`src/rtl/core/mexp_pkg.sv`:
```
`timescale 1ns / 1ps
// ----------------------------------------------------------------------------
// mexp_pkg - shared definitions for the modular exponentiation block
// Default widths, register indexes, sequencer states and core status.
// ----------------------------------------------------------------------------
package mexp_pkg;

	localparam int MODULUS_BITS_DEF  = 16;
	localparam int EXPONENT_BITS_DEF = 32;

	localparam int BASE_W      = 32;
	localparam int RESULT_W    = 16;
	localparam int CFG_INDEX_W = 2;

	localparam logic [CFG_INDEX_W-1:0] REG_EXPONENT = 2'd0;
	localparam logic [CFG_INDEX_W-1:0] REG_MODULUS  = 2'd1;

	typedef enum logic [2:0] {
		ST_IDLE,
		ST_REDUCE,
		ST_EBIT,
		ST_MUL,
		ST_SQR,
		ST_FINISH
	} mexp_state_t;

	typedef struct packed {
		logic in_ready;
		logic res_valid;
	} mexp_status_t;

endpackage

```
`src/rtl/core/mexp_if.sv`:
```
`timescale 1ns / 1ps
// ----------------------------------------------------------------------------
// mexp_in_if / mexp_out_if - valid/ready channels of the block
// Input channel carries the base value, output channel the result.
// ----------------------------------------------------------------------------
interface mexp_in_if
	import mexp_pkg::*;
();
	logic              valid;
	logic              ready;
	logic [BASE_W-1:0] base_value;

	modport source (output valid, output base_value, input ready);
	modport sink   (input valid, input base_value, output ready);
endinterface

interface mexp_out_if
	import mexp_pkg::*;
();
	logic                valid;
	logic                ready;
	logic [RESULT_W-1:0] power_result;

	modport source (output valid, output power_result, input ready);
	modport sink   (input valid, input power_result, output ready);
endinterface

```
`src/rtl/core/mexp_modstep.sv`:
```
`timescale 1ns / 1ps
// ----------------------------------------------------------------------------
// mexp_modstep - modular double-and-add step
// Returns (2*r + addend) mod n, given r < n and addend < n or addend <= 1.
// ----------------------------------------------------------------------------
module mexp_modstep #(
	parameter int MB = 16
) (
	input  logic [MB-1:0] r,
	input  logic [MB-1:0] addend,
	input  logic [MB-1:0] modulus,
	output logic [MB-1:0] r_next
);

	logic [MB:0] dbl;
	logic [MB:0] dbl_red;
	logic [MB:0] sum;
	logic [MB:0] sum_red;
	logic [MB:0] n_ext;

	assign n_ext   = {1'b0, modulus};
	assign dbl     = {r, 1'b0};
	assign dbl_red = (dbl >= n_ext) ? dbl - n_ext : dbl;
	assign sum     = dbl_red + {1'b0, addend};
	assign sum_red = (sum >= n_ext) ? sum - n_ext : sum;
	assign r_next  = sum_red[MB-1:0];

endmodule

```
`src/rtl/core/mexp_core.sv`:
```
`timescale 1ns / 1ps
// ----------------------------------------------------------------------------
// mexp_core - square-and-multiply sequencer
// Reduces the base, then scans the exponent from its low bit, running every
// modular product bit-serially through one shared double-and-add step.
// ----------------------------------------------------------------------------
module mexp_core
	import mexp_pkg::*;
#(
	parameter int MB = MODULUS_BITS_DEF,
	parameter int EB = EXPONENT_BITS_DEF
) (
	input  logic              clk,
	input  logic              arst_n,
	input  logic              start,
	input  logic [BASE_W-1:0] base,
	input  logic [EB-1:0]     exponent,
	input  logic [MB-1:0]     modulus,
	input  logic              res_take,
	output mexp_status_t      status,
	output logic [MB-1:0]     result
);

	localparam int OPW   = (MB > BASE_W) ? MB : BASE_W;
	localparam int CNT_W = $clog2(OPW + 1);
	localparam int ECW   = $clog2(EB + 1);

	mexp_state_t state_q, state_d;

	logic [MB-1:0]    r_q;
	logic [MB-1:0]    sq_q;
	logic [MB-1:0]    acc_q;
	logic [OPW-1:0]   opsh_q;
	logic [CNT_W-1:0] cnt_q;
	logic [EB-1:0]    ebits_q;
	logic [ECW-1:0]   ecnt_q;

	logic          last;
	logic          opbit;
	logic [MB-1:0] addend;
	logic [MB-1:0] r_next;
	logic [OPW-1:0] acc_al;
	logic [OPW-1:0] sq_al;

	assign last   = (cnt_q == CNT_W'(1));
	assign opbit  = opsh_q[OPW-1];
	assign acc_al = OPW'(acc_q) << (OPW - MB);
	assign sq_al  = OPW'(sq_q) << (OPW - MB);

	always_comb begin
		if (state_q == ST_REDUCE) begin
			addend = MB'(opbit);
		end else begin
			addend = opbit ? sq_q : '0;
		end
	end

	mexp_modstep #(.MB(MB)) u_step (
		.r      (r_q),
		.addend (addend),
		.modulus(modulus),
		.r_next (r_next)
	);

	always_ff @(posedge clk or negedge arst_n) begin
		if (!arst_n) begin
			state_q <= ST_IDLE;
		end else begin
			state_q <= state_d;
		end
	end

	always_comb begin
		state_d          = state_q;
		status.in_ready  = 1'b0;
		status.res_valid = 1'b0;
		case (state_q)
			ST_IDLE: begin
				status.in_ready = 1'b1;
				if (start) begin
					state_d = (modulus == '0) ? ST_FINISH : ST_REDUCE;
				end
			end
			ST_REDUCE: begin
				if (last) begin
					state_d = ST_EBIT;
				end
			end
			ST_EBIT: begin
				if (ecnt_q == '0) begin
					state_d = ST_FINISH;
				end else if (ebits_q[0]) begin
					state_d = ST_MUL;
				end else begin
					state_d = ST_SQR;
				end
			end
			ST_MUL: begin
				if (last) begin
					state_d = ST_SQR;
				end
			end
			ST_SQR: begin
				if (last) begin
					state_d = ST_EBIT;
				end
			end
			ST_FINISH: begin
				status.res_valid = 1'b1;
				if (res_take) begin
					state_d = ST_IDLE;
				end
			end
			default: begin
				state_d = ST_IDLE;
			end
		endcase
	end

	always_ff @(posedge clk) begin
		case (state_q)
			ST_IDLE: begin
				if (start) begin
					r_q     <= '0;
					opsh_q  <= OPW'(base) << (OPW - BASE_W);
					cnt_q   <= CNT_W'(BASE_W);
					ebits_q <= exponent;
					ecnt_q  <= ECW'(EB);
					// no reduction possible for a zero modulus
					acc_q   <= (modulus == '0) ? MB'(0) : MB'(1);
				end
			end
			ST_REDUCE: begin
				r_q    <= r_next;
				opsh_q <= opsh_q << 1;
				cnt_q  <= cnt_q - CNT_W'(1);
				if (last) begin
					sq_q <= r_next;
				end
			end
			ST_EBIT: begin
				r_q    <= '0;
				cnt_q  <= CNT_W'(MB);
				opsh_q <= ebits_q[0] ? acc_al : sq_al;
			end
			ST_MUL: begin
				r_q    <= r_next;
				opsh_q <= opsh_q << 1;
				cnt_q  <= cnt_q - CNT_W'(1);
				if (last) begin
					acc_q  <= r_next;
					r_q    <= '0;
					opsh_q <= sq_al;
					cnt_q  <= CNT_W'(MB);
				end
			end
			ST_SQR: begin
				r_q    <= r_next;
				opsh_q <= opsh_q << 1;
				cnt_q  <= cnt_q - CNT_W'(1);
				if (last) begin
					sq_q    <= r_next;
					ebits_q <= ebits_q >> 1;
					ecnt_q  <= ecnt_q - ECW'(1);
				end
			end
			default: begin
			end
		endcase
	end

	assign result = acc_q;

endmodule

```
`src/rtl/core/modular_exponentiation_top.sv`:
```
`timescale 1ns / 1ps
// ----------------------------------------------------------------------------
// modular_exponentiation_top - base ^ exponent mod n, square-and-multiply
// Configuration registers, input channel, sequencer and output register.
// ----------------------------------------------------------------------------
// Each transfer on base_ch yields one power_result on result_ch. The block
// takes one item at a time: base_ch.ready is low from the transfer until the
// result is handed to the output register. Every product runs through the single
// modular double-and-add unit: the base is reduced in one step per base bit,
// then every square and every multiply costs one step per modulus bit. A zero
// modulus skips the work and yields a zero result. The output register lets a
// result wait for the sink while the next item is already being accepted.
// ----------------------------------------------------------------------------
module modular_exponentiation_top
	import mexp_pkg::*;
#(
	parameter int MODULUS_BITS  = MODULUS_BITS_DEF,
	parameter int EXPONENT_BITS = EXPONENT_BITS_DEF,
	localparam int DATA_W = (EXPONENT_BITS > MODULUS_BITS) ? EXPONENT_BITS : MODULUS_BITS
) (
	input  logic                   clk,
	input  logic                   arst_n,
	input  logic                   cfg_we,
	input  logic [CFG_INDEX_W-1:0] cfg_index,
	input  logic [DATA_W-1:0]      cfg_data,
	mexp_in_if.sink                base_ch,
	mexp_out_if.source             result_ch
);

	logic [EXPONENT_BITS-1:0] exponent_q;
	logic [MODULUS_BITS-1:0]  modulus_q;
	logic [RESULT_W-1:0]      power_q;
	logic                     out_valid_q;

	mexp_status_t                     status;
	logic [MODULUS_BITS-1:0]          core_res;
	logic [MODULUS_BITS+RESULT_W-1:0] res_ext;
	logic                             res_take;
	logic                             start;

	always_ff @(posedge clk or negedge arst_n) begin
		if (!arst_n) begin
			exponent_q <= '0;
			modulus_q  <= MODULUS_BITS'(1);
		end else if (cfg_we) begin
			case (cfg_index)
				REG_EXPONENT: exponent_q <= cfg_data[EXPONENT_BITS-1:0];
				REG_MODULUS:  modulus_q  <= cfg_data[MODULUS_BITS-1:0];
				default: begin
				end
			endcase
		end
	end

	assign base_ch.ready = status.in_ready;
	assign start         = base_ch.valid && status.in_ready;
	assign res_take      = !out_valid_q || result_ch.ready;

	mexp_core #(
		.MB(MODULUS_BITS),
		.EB(EXPONENT_BITS)
	) u_core (
		.clk     (clk),
		.arst_n  (arst_n),
		.start   (start),
		.base    (base_ch.base_value),
		.exponent(exponent_q),
		.modulus (modulus_q),
		.res_take(res_take),
		.status  (status),
		.result  (core_res)
	);

	assign res_ext = {{RESULT_W{1'b0}}, core_res};

	always_ff @(posedge clk or negedge arst_n) begin
		if (!arst_n) begin
			out_valid_q <= 1'b0;
		end else if (status.res_valid && res_take) begin
			out_valid_q <= 1'b1;
		end else if (result_ch.ready) begin
			out_valid_q <= 1'b0;
		end
	end

	always_ff @(posedge clk) begin
		if (status.res_valid && res_take) begin
			power_q <= res_ext[RESULT_W-1:0];
		end
	end

	assign result_ch.valid        = out_valid_q;
	assign result_ch.power_result = power_q;

	a_busy_after_transfer: assert property (@(posedge clk) disable iff (!arst_n)
		base_ch.valid && base_ch.ready |=> !base_ch.ready)
		else $error("input accepted again while an item is in progress");

	a_status_exclusive: assert property (@(posedge clk) disable iff (!arst_n)
		!(status.res_valid && status.in_ready))
		else $error("core ready for input while holding a result");

	a_result_reduced: assert property (@(posedge clk) disable iff (!arst_n)
		status.res_valid && (modulus_q != '0) |->
			(core_res < modulus_q) || (core_res == MODULUS_BITS'(1)))
		else $error("result not reduced below the modulus");

	a_result_loaded: assert property (@(posedge clk) disable iff (!arst_n)
		status.res_valid && res_take |=> result_ch.valid)
		else $error("finished result not presented on the output");

endmodule
```
`src/flat_wrapper.sv`:
```
// flat-port wrapper written by rule: the top's interface ports become plain ports
module modular_exponentiation_top_flat import mexp_pkg::*;
#(
	parameter int MODULUS_BITS  = MODULUS_BITS_DEF,
	parameter int EXPONENT_BITS = EXPONENT_BITS_DEF,
	localparam int DATA_W = (EXPONENT_BITS > MODULUS_BITS) ? EXPONENT_BITS : MODULUS_BITS
)
  (clk, arst_n, cfg_we, cfg_index, cfg_data, base_ch_valid, base_ch_base_value, base_ch_ready, result_ch_valid, result_ch_power_result, result_ch_ready);
  mexp_in_if base_ch_i ();
  mexp_out_if result_ch_i ();
  input  logic clk;
  input  logic arst_n;
  input  logic cfg_we;
  input  logic [CFG_INDEX_W-1:0] cfg_index;
  input  logic [DATA_W-1:0] cfg_data;
  input wire logic [$bits(base_ch_i.valid)-1:0] base_ch_valid;
  input wire logic [$bits(base_ch_i.base_value)-1:0] base_ch_base_value;
  output wire logic [$bits(base_ch_i.ready)-1:0] base_ch_ready;
  output wire logic [$bits(result_ch_i.valid)-1:0] result_ch_valid;
  output wire logic [$bits(result_ch_i.power_result)-1:0] result_ch_power_result;
  input wire logic [$bits(result_ch_i.ready)-1:0] result_ch_ready;
  assign base_ch_i.valid = base_ch_valid;
  assign base_ch_i.base_value = base_ch_base_value;
  assign base_ch_ready = base_ch_i.ready;
  assign result_ch_valid = result_ch_i.valid;
  assign result_ch_power_result = result_ch_i.power_result;
  assign result_ch_i.ready = result_ch_ready;
  modular_exponentiation_top #(.MODULUS_BITS(MODULUS_BITS), .EXPONENT_BITS(EXPONENT_BITS)) u_core (.clk(clk), .arst_n(arst_n), .cfg_we(cfg_we), .cfg_index(cfg_index), .cfg_data(cfg_data), .base_ch(base_ch_i), .result_ch(result_ch_i));
endmodule
```
`config.mk`:
```
export PLATFORM = sky130hd
export DESIGN_NAME = modular_exponentiation_top_flat
export DESIGN_NICKNAME = d
export VERILOG_FILES = /design/src/rtl/core/mexp_pkg.sv /design/src/rtl/core/mexp_if.sv /design/src/rtl/core/mexp_modstep.sv /design/src/rtl/core/mexp_core.sv /design/src/rtl/core/modular_exponentiation_top.sv /design/src/flat_wrapper.sv
export SDC_FILE = /design/constraint.sdc
export NUM_CORES = 1
export LEC_CHECK = 0
export ABC_AREA = 1
export BUFFER_PORTS_ARGS = -buffer_cell sky130_fd_sc_hd__buf_2
export CAP_MARGIN = 20
export CORE_MARGIN = 3
export CORE_UTILIZATION = 40
export DETAILED_ROUTE_END_ITERATION = 10
export SYNTH_ARGS = -nofsm -noshare
export SYNTH_HDL_FRONTEND = slang
export SYNTH_SLANG_ARGS = --single-unit
```
`constraint.sdc`:
```
create_clock -name clk -period 4.9 [get_ports clk]
set_clock_uncertainty 0.1 [all_clocks]
set_input_delay 0.98 -clock clk [delete_from_list [all_inputs] [get_ports clk]]
set_output_delay 0.98 -clock clk [all_outputs]
set_load 0.005 [all_outputs]
```
==> results.md <==
| Step | Metric | Value |
|:---|:---|:---|
| run status | Outcome | complete, but fails checks |
| run status | Failing checks | negative setup slack |
| yosys | Synthesized area per cell | 9.05 um2 |
| placed design | Cell Area, Placed | 12900 um2 |
| clock network | H-tree lvl count | 4 |
| critical path | Crit Path Class | flip-flop to flip-flop |
| yosys | EDFF count, synth | 140 |
| clock network | Clock network latency to the later pin of the worst-skew pair | 0.44 ns |
| yosys | Post-synth net total | 1319 |
| cells and area | Most common cell after layout, fill and taps aside | nand2_1 |
| cells and area | Top library cells by usage in the layout, fill and taps aside | 290 x nand2_1, 224 x buf_4, 141 x inv_1 |
| placed design | Weighted congestion at the end of routability-driven global placement | 0.906 |
| floorplanning | Die extent in x | 170 um |
| floorplanning | Vertical die dimension | 170 um |
| drt | Number of violations reported at the end of detailed-routing iteration 0 | 632 |
| drt | Pre-antenna DRT Iters | 5 |
| clock network | Number of buffers created by CTS | 17 |
| global route | Sum of overflow across all layers after global routing | 0 |
| yosys | Sequential-to-total area share from yosys stat | 0.510 |
| critical path | Crit path launch type | flip-flop |
| drt | Via/cell ratio | 5.04 |
| cells and area | Fraction of final layout cells with drive strength greater than 1 | 0.392 |
| timing | Minimum clock period | 5.15 ns |
| yosys | Ys flop type | edfxtp_1 |
| critical path | Longest individual stage delay on the worst path | 0.48 ns |
| global route | Total Routing Usage GR | 0.208 |
| global route | Maximum number of pins on one net before global-route repair | 53 |
| yosys | Post-Syn Instances | 1192 |
| critical path | Critical-path maximum fanout | 7 |
| drt | DR WL/cell | 16.7 um |
| hold path | Cells on Worst Hold Path | 0 |
| cells and area | Final net count | 1630 |
| run | Max-cap check violation count | 0 |
| clock network | Clock sink total | 192 |
| hold path | Hold Crit Endpoint | u_core.result_ch.power_result[3] |
| global route | Via count of the first global-routing pass | 9201 |
| cells and area | Ant diodes | 0 |
| clock network | Register clock-pin slew on the reported worst setup and hold paths | 0.08 ns |
| clock network | Hold buffer count at cts | 0 |
| critical path | Category of the worst setup path capture point | flip-flop |
| global route | Antenna violations before repair | 0 |
| yosys | Number of distinct library cell variants in the gate-level netlist after synthesis | 44 |
| timing | Worst hold slack | 0.353 ns |
| critical path | Number of buffer and inverter stages on the critical path | 21 |
| timing | Pins over their slew limit | 0 |
| drt | Number of vias in the routed layout | 9326 |
| floorplanning | Top Ports | 89 |
| drt | Total wire length | 30.8 mm |
| critical path | Critical Path AT | 5.20 ns |
| timing | Setup slack after layout | -0.248 ns |
| timing | Transition time at the pin with the least slew margin | 0.942 ns |
| floorplanning | Number of rows created at floorplan | 59 |
| critical path | Endpoint required time on the critical path | 4.96 ns |
| timing | Final setup TNS | -8.49 ns |
| critical path | Number of cells on the critical path | 34 |
| hold path | Classification of the worst-slack hold path | flip-flop to flip-flop |
| placed design | Port bufs | 88 |
| critical path | Most used cell along the critical path | buf_4 |
| drt | Total DRC errors in the routed layout | 0 |
| cells and area | Layout area overhead | 41.5% |
| floorplanning | Core region area | 26300 um2 |
| cells and area | Non-Filler Cell Area, Final | 15300 um2 |
| global route | Wire length of the first global-routing pass | 47.6 mm |
| timing | Number of setup violations in the final report | 48 |
| yosys | Proportion of register bits with asynchronous set or reset after synthesis | 0.271 |
| timing | Relative slew slack | 0.371 |
| critical path | Worst reg2reg startpoint | u_core.u_core.r_q[0] |
| timing | Final worst-path cycle share | 1.05 |
| floorplanning | Die Area | 29000 um2 |
| critical path | Register-to-Register Setup Slack | -0.25 ns |
| hold path | Worst min-delay path startpoint | u_core.u_core.result[3] |
| yosys | Number of register bits inferred by synthesis | 192 |
| floorplanning | Initial core utilization | 0.411 |
| clock network | Worst-case clock buffer depth | 2 |
| cells and area | Final core utilization | 0.581 |
| timing | Fmax | 194 MHz |
| yosys | Yosys warns | 0 |
| critical path | Delay-heaviest family, CP | buffers and inverters |
| placed design | Hpwl dp | 20.9 mm |
| critical path | CP max-delay cell | edfxtp_1 |
| yosys | Post-synth design cell area | 10800 um2 |
| timing | RSZ-0062 raised after global routing | yes |
| drt | Antenna Nets Post-Route | 0 |
| critical path | Worst flop-to-flop path endpoint | u_core.u_core.r_q[12] |
| critical path | Number of cells on the worst reg-to-reg path | 34 |
| clock network | Root Buffer | clkbuf_16 |
| timing | Number of failing hold endpoints at the final stage | 0 |
| clock network | CTS tree | yes |
worst reg2reg max path, delay by kind of cell, from the launching register on:
| family | cells | cell delay, ns |
|---|---|---|
| buf+inv | 21 | 2.59 |
| flops | 1 | 0.48 |
| simple gates | 9 | 0.87 |
| fa+ha+maj | 2 | 0.48 |
| compound gates | 2 | 0.36 |
cell type report:
class | count | area, um2
clock buffer | 20 | 479
clock inverter | 12 | 139
fill | 2238 | 11000
inverter | 159 | 604
multi-input combinational | 808 | 5760
sequential | 192 | 5510
tap | 335 | 419
timing repair buffer | 325 | 2360
state kept, by name (all words and copies together) (netlist names):
signal	cells
u_core.exponent_q	32
u_core.u_core.ebits_q	32
u_core.u_core.opsh_q	32
u_core.modulus_q	16
u_core.result_ch.power_result	16
u_core.u_core.r_q	16
u_core.u_core.result	16
u_core.u_core.sq_q	16
u_core.u_core.cnt_q	6
u_core.u_core.ecnt_q	6
u_core.u_core.state_q	3
u_core.result_ch.valid	1
timing repair:
action                     in CTS  in global routing
gates resized for setup       134                112
cloned                          4                  0
pin swaps                      50                 65
setup endpoints to repair      48                 48
buffers inserted               34                 17
cells in the mapped netlist, types with 2 or more instances:
cell type  number  area [um2]
nand2_1       324        1220
inv_1         156         586
edfxtp_1      140        4200
nor2_1         95         357
o21ai_0        62         310
a21oi_1        58         290
ha_1           53         663
dfrtp_1        51        1280
nand3_1        29         145
xnor2_1        23         201
nand2_2        22         138
xor2_1         20         175
clkbuf_1       19        71.3
a22o_1         15         131
mux2_2         15         169
o21ai_2        15         131
a22oi_1        11        82.6
nor3_1          9        45.0
nand4_1         8        50.1
a31oi_1         7        43.8
buf_2           7        35.0
a221oi_1        5        43.8
a41oi_1         5        43.8
buf_6           4        45.0
and3_1          3        18.8
buf_1           3        11.3
fa_1            3        60.1
inv_2           3        11.3
nor2_2          3        18.8
o21a_1          3        22.5
o21bai_1        3        22.5
or2_2           3        18.8
a21boi_0        2        15.0
nand3b_1        2        15.0
nor4_1          2        12.5
cell families (layout without fill, tap and decap cells):
group / after synthesis / after routing / share of synthesized area
DFF: 192 / 192 / 0.510
AOI/OAI and AO/OA: 191 / 191 / 0.110
and+or+nand+nor: 503 / 503 / 0.192
muxes: 15 / 15 / 0.0157
xor gates and xnor gates: 43 / 43 / 0.0349
buffers and inverters: 192 / 516 / 0.0704
adders and majority gates: 56 / 56 / 0.0670
metal layers:
metal | part of all wire | vias to the layer above | track usage
met5 | 0 | - | 0
met4 | 0.019 | 0 | 0.0564
met3 | 0.044 | 42 | 0.0323
met2 | 0.47 | 245 | 0.338
met1 | 0.47 | 4479 | 0.291
li1 | - | 4560 | -
worst max path at each step:
| stage | start | to | slack, ns |
|---|---|---|---|
| 6_report | u_core.u_core.r_q[0] | u_core.u_core.r_q[12] | -0.25 |
| 5_1_grt | u_core.u_core.r_q[10] | u_core.u_core.r_q[8] | -0.40 |
| 4_1_cts | u_core.u_core.r_q[0] | u_core.u_core.r_q[3] | -0.14 |
| 3_5_place_dp | u_core.u_core.r_q[0] | u_core.u_core.r_q[6] | -0.60 |
| 3_3_place_gp | u_core.u_core.r_q[0] | u_core.u_core.r_q[1] | -0.63 |
| 2_1_floorplan | u_core.modulus_q[1] | u_core.u_core.r_q[11] | 0.05 |
metrics by stage:
step | std cells | worst slack, ns
2_1_floorplan | 1192 | 0.0499
3_3_place_gp | 1764 | -0.626
3_5_place_dp | 1764 | -0.598
4_1_cts | 1834 | -0.142
5_1_grt | 1851 | -0.397
6_report | 1851 | -0.248
Power is not shown: default switching activity piles up to over one toggle a cycle in this logic, so the estimate is an artifact.
